File: config.mk
export PLATFORM = sky130hd
export DESIGN_NAME = bfu_div
export DESIGN_NICKNAME = d
export VERILOG_FILES = /design/src/rtl/bfu_div.sv
export SDC_FILE = /design/constraint.sdc
export NUM_CORES = 1
export LEC_CHECK = 0
export BUFFER_PORTS_ARGS = -buffer_cell sky130_fd_sc_hd__buf_2
export CORE_MARGIN = 8
export CORE_UTILIZATION = 36
export CTS_BUF_LIST = sky130_fd_sc_hd__clkbuf_4 sky130_fd_sc_hd__clkbuf_8
export CTS_CLUSTER_SIZE = 28
export DETAILED_ROUTE_END_ITERATION = 10
export MAX_ROUTING_LAYER = met4
export PLACE_DENSITY = 0.64
export SLEW_MARGIN = 40
export SYNTH_ARGS = -nofsm -noshare
export SYNTH_HDL_FRONTEND = slang
export SYNTH_SLANG_ARGS = --single-unit
export TNS_END_PERCENT = 50
File: constraint.sdc
create_clock -name clock -period 2.4 [get_ports clock]
set_input_delay 0.12 -clock clock [delete_from_list [all_inputs] [get_ports clock]]
set_output_delay 0.12 -clock clock [all_outputs]
set_load 0.1 [all_outputs]
File: src/rtl/bfu_div.sv
// Restoring divider that produces one quotient bit per cycle.
`timescale 1ns / 1ps

module bfu_div #(
   parameter int NUM_W = 38,
   parameter int DEN_W = 13
) (
   input  logic             clock,
   input  logic             reset,
   input  logic             start,
   input  logic [NUM_W-1:0] numer,
   input  logic [DEN_W-1:0] denom,
   output logic             done,
   output logic [NUM_W-1:0] quot
);

   localparam int CNT_W = $clog2(NUM_W + 1);

   logic             busy_ff, busy_in;
   logic             done_ff, done_in;
   logic [CNT_W-1:0] cnt_ff, cnt_in;
   logic [DEN_W-1:0] rem_ff, rem_in;
   logic [NUM_W-1:0] quot_ff, quot_in;
   logic [DEN_W-1:0] denom_ff, denom_in;
   logic [DEN_W:0]   shifted;
   logic [DEN_W:0]   diff;
   logic             ge;

   assign shifted = {rem_ff, quot_ff[NUM_W-1]};
   assign ge      = shifted >= {1'b0, denom_ff};
   assign diff    = shifted - {1'b0, denom_ff};

   always_comb begin
      busy_in  = busy_ff;
      done_in  = 1'b0;
      cnt_in   = cnt_ff;
      rem_in   = rem_ff;
      quot_in  = quot_ff;
      denom_in = denom_ff;
      if (start) begin
         busy_in  = 1'b1;
         cnt_in   = CNT_W'(NUM_W);
         rem_in   = '0;
         quot_in  = numer;
         denom_in = denom;
      end else if (busy_ff) begin
         rem_in  = ge ? diff[DEN_W-1:0] : shifted[DEN_W-1:0];
         quot_in = {quot_ff[NUM_W-2:0], ge};
         cnt_in  = cnt_ff - CNT_W'(1);
         if (cnt_ff == CNT_W'(1)) begin
            busy_in = 1'b0;
            done_in = 1'b1;
         end
      end
   end

   always_ff @(posedge clock) begin
      if (reset) begin
         busy_ff <= 1'b0;
         done_ff <= 1'b0;
         cnt_ff  <= '0;
      end else begin
         busy_ff <= busy_in;
         done_ff <= done_in;
         cnt_ff  <= cnt_in;
      end
      rem_ff   <= rem_in;
      quot_ff  <= quot_in;
      denom_ff <= denom_in;
   end

   assign done = done_ff;
   assign quot = quot_ff;

endmodule

==> impl_metrics.yaml <==
setup_path:
  worstSetupPathType: "reg2reg"
  start_kind: "flop"
  end_kind: "flop"
  path_cells: "inv_1, ha_2, inv_2, fa_2, a211oi_2, o21ai_2, a2111o_1, nand4_1, o211ai_1, a311oi_1"
  cpPeakStageDelay_ps: 400
  critPathMaxFanout: 3
  arrival_ps: 2590
  required_ps: 2640
  worst_path_max_delay_cell: "edfxtp_1"
floorplan:
  initial_core_util_pct: 36.5
  die_w_microns: 117
  die-area_sq_mm: 0.0138
  core_sq_mm: 0.0101
  rows: 37
  ios: 93
  die_h_microns: 117
grt:
  first_global_vias: 3030
  grt_overflow: 0
  track_usage_pct: 13.0
  antenna_found_initial: 0
  grt_max_degree: 38
  grt_pass1_wl_mm: 14.6
synthesis:
  yosys_most_used_dff: "edfxtp_1"
  ys_seq_area_share_pct: 52.8
  synth_top_area_share_pct: 41.4
  synth_area_leaders: "edfxtp_1 (41%), mux2_2 (12%), dfxtp_1 (11%)"
  syn-num-nets: 381
  async_reset_ff_share_pct: 0
  ys_seq_elements: 72
  yosysTopAreaCell: "edfxtp_1"
  syn_area_per_cell_sq_um: 11.9
  synth.distinct_cells: 50
  yosys_warnings: 0
  synth_edf_count: 51
  synth_cells: 311
  syn_area_sq_mm: 0.00370
drt:
  num_vias: 2827
  dr.pass1.iters: 4
  drc: 0
  routedWlPerCell_microns: 15.7
  totalWireLength_mm: 8.89
  via_per_inst: 4.99
  dr.first_iter.drc_count: 126
  antenna_left: 0
final_layout:
  utilization_pct: 46.6
  num-fill-cells: 943
  insertedDiodeCount: 0
  drive_above_1_share_pct: 42.8
  layout.nets: 496
  area_growth_syn_to_layout_pct: 27.9
sta:
  tightest_slew_ps: 520
  setup_slack_ps: 46.8
  hold_violations: 0
  rsz0062_at_grt: "yes"
  maxSlewViolCount: 0
  final.period_utilization_pct: 98.0
  finalClockSkew_ps: 7.64
  timing.final.crit_period_ps: 2350
  max_freq_mhz: 425
  relSlewSlack_pct: 64.8
  finalSetupViolations: 0
placed_design:
  dp_hpwl_mm: 6.52
  pre_cts_slack_ps: 23.6
  place.gp.congestion: 0.841
  portBuffers: 92
pwr:
  p_leak_uw: 0.00194
  power.density_mw_per_mm2: 764
  ir_drop_v: 0.000460
run_status:
  status: "completed"
cts:
  clkSinkCount: 72
  htree_levels: 3
  clock_latency_ps: 330
  root_buffer: "clkbuf_8"
  cts_tree: "built"
  cts_made_buffers: 9
  clockBufferDepth: 2
  path_clk_slew_ps: 70
job:
  max_cap_violations: 0
min_path:
  timing.hold.worst.class: "in2reg"
## final timing paths
| check | end | from | depth (start not counted) | slack, ps |
|---|---|---|---|---|
| hold reg to reg | rem_ff[6] | rem_ff[6] | 2 | 510 |
| setup reg to reg | rem_ff[12] | quot[37] | 10 | 50 |
| hold / removal | cnt_ff[2] | reset | 2 | 60 |
| setup / recovery | rem_ff[12] | quot[37] | 10 | 50 |
## metal layers
metal / vias up / track usage [%] / wire length (microns)
met2: 76 / 21.3 / 4420
met4: 0 / 4.95 / 113
met5: - / - / 0
li1: 1396 / - / -
met3: 11 / 3.26 / 364
met1: 1344 / 15.1 / 4000
## cell families (layout without fill, tap and decap cells)
logic type      count (synthesis)  in the layout  share of synthesized area (%)
compound gates                 60             61                           12.1
flops                          72             72                           52.8
mux                            40             40                           12.2
buf+inv                        36            154                           3.93
simple gates                   74             74                           10.3
xor+xnor                       13             13                           3.08
fa+ha+maj                      16             16                           5.62
## power by group
group          total, uW  switching (uW)  internal, uW
sequential          1540            71.0          1470
combinational       1260             879           377
clock                815             451           364
total               3610            1400          2210
## placed cells by master (no fill, tap or decap), drive strengths merged, types with 7 or more instances in the layout
cell         count
buf            106
edfxtp          51
mux2            39
nor2            22
dfxtp           21
inv             21
ha              15
a21oi           14
dlygate4sd3     13
nand3           13
o21ai           13
a311oi          11
xnor2           10
clkbuf           9
nand2            9
nor3             7
## state kept, by name, summed over array words and instances (netlist names)
| signal | flops |
|---|---|
| busy_ff | 1 |
| done | 1 |
| denom_ff | 13 |
| cnt_ff | 6 |
| quot | 38 |
| rem_ff | 13 |
## synth_stat cells (9+ instances only)
cell type	n
edfxtp_1	51
mux2_2	39
nor2_1	22
dfxtp_1	21
inv_1	20
ha_1	15
nand3_1	13
a21oi_1	11
clkbuf_1	11
o21ai_1	10
xnor2_1	10
nand2_1	9
## what timing repair did
action / CTS / global route
hold buffers: 13 / 0
setup buffers: 0 / 2
endpoints found under the setup margin: 0 / 14
hold endpoints to repair: 13 / 0
gates resized for setup: 0 / 9
## through the flow
stage	instances	hold WS (ps)	cell area (sq um)	total power (uW)	setup TNS (ps)
4_1_cts	563	44.0	4660	3620	0
3_3_place_gp	535	296	4370	2760	0
5_1_grt	566	64.3	4730	3790	-736
2_1_floorplan	311	219	3710	2530	-4960
6_report	566	62.9	4730	3610	0
3_5_place_dp	535	299	4370	2790	0
## final cells by class
| class | count | area (sq um) | area share (%) |
|---|---|---|---|
| clock buffers | 9 | 124 | 2.62 |
| well taps | 136 | 170 | 3.60 |
| inverters | 20 | 75.1 | 1.59 |
| clock inverters | 6 | 36.3 | 0.768 |
| flip-flops and latches | 72 | 1950 | 41.3 |
| repair buffers | 119 | 712 | 15.1 |
| multi-input cells | 204 | 1660 | 35.1 |
## worst max-delay path: cells and delay by family, from the launching register on
family | cells | cell delay [ps]
compound gates | 5 | 1060
simple gates | 1 | 100
buf+inv | 2 | 110
flops | 1 | 400
fa+ha+maj | 2 | 570
Power figures use the tool's default switching activity.
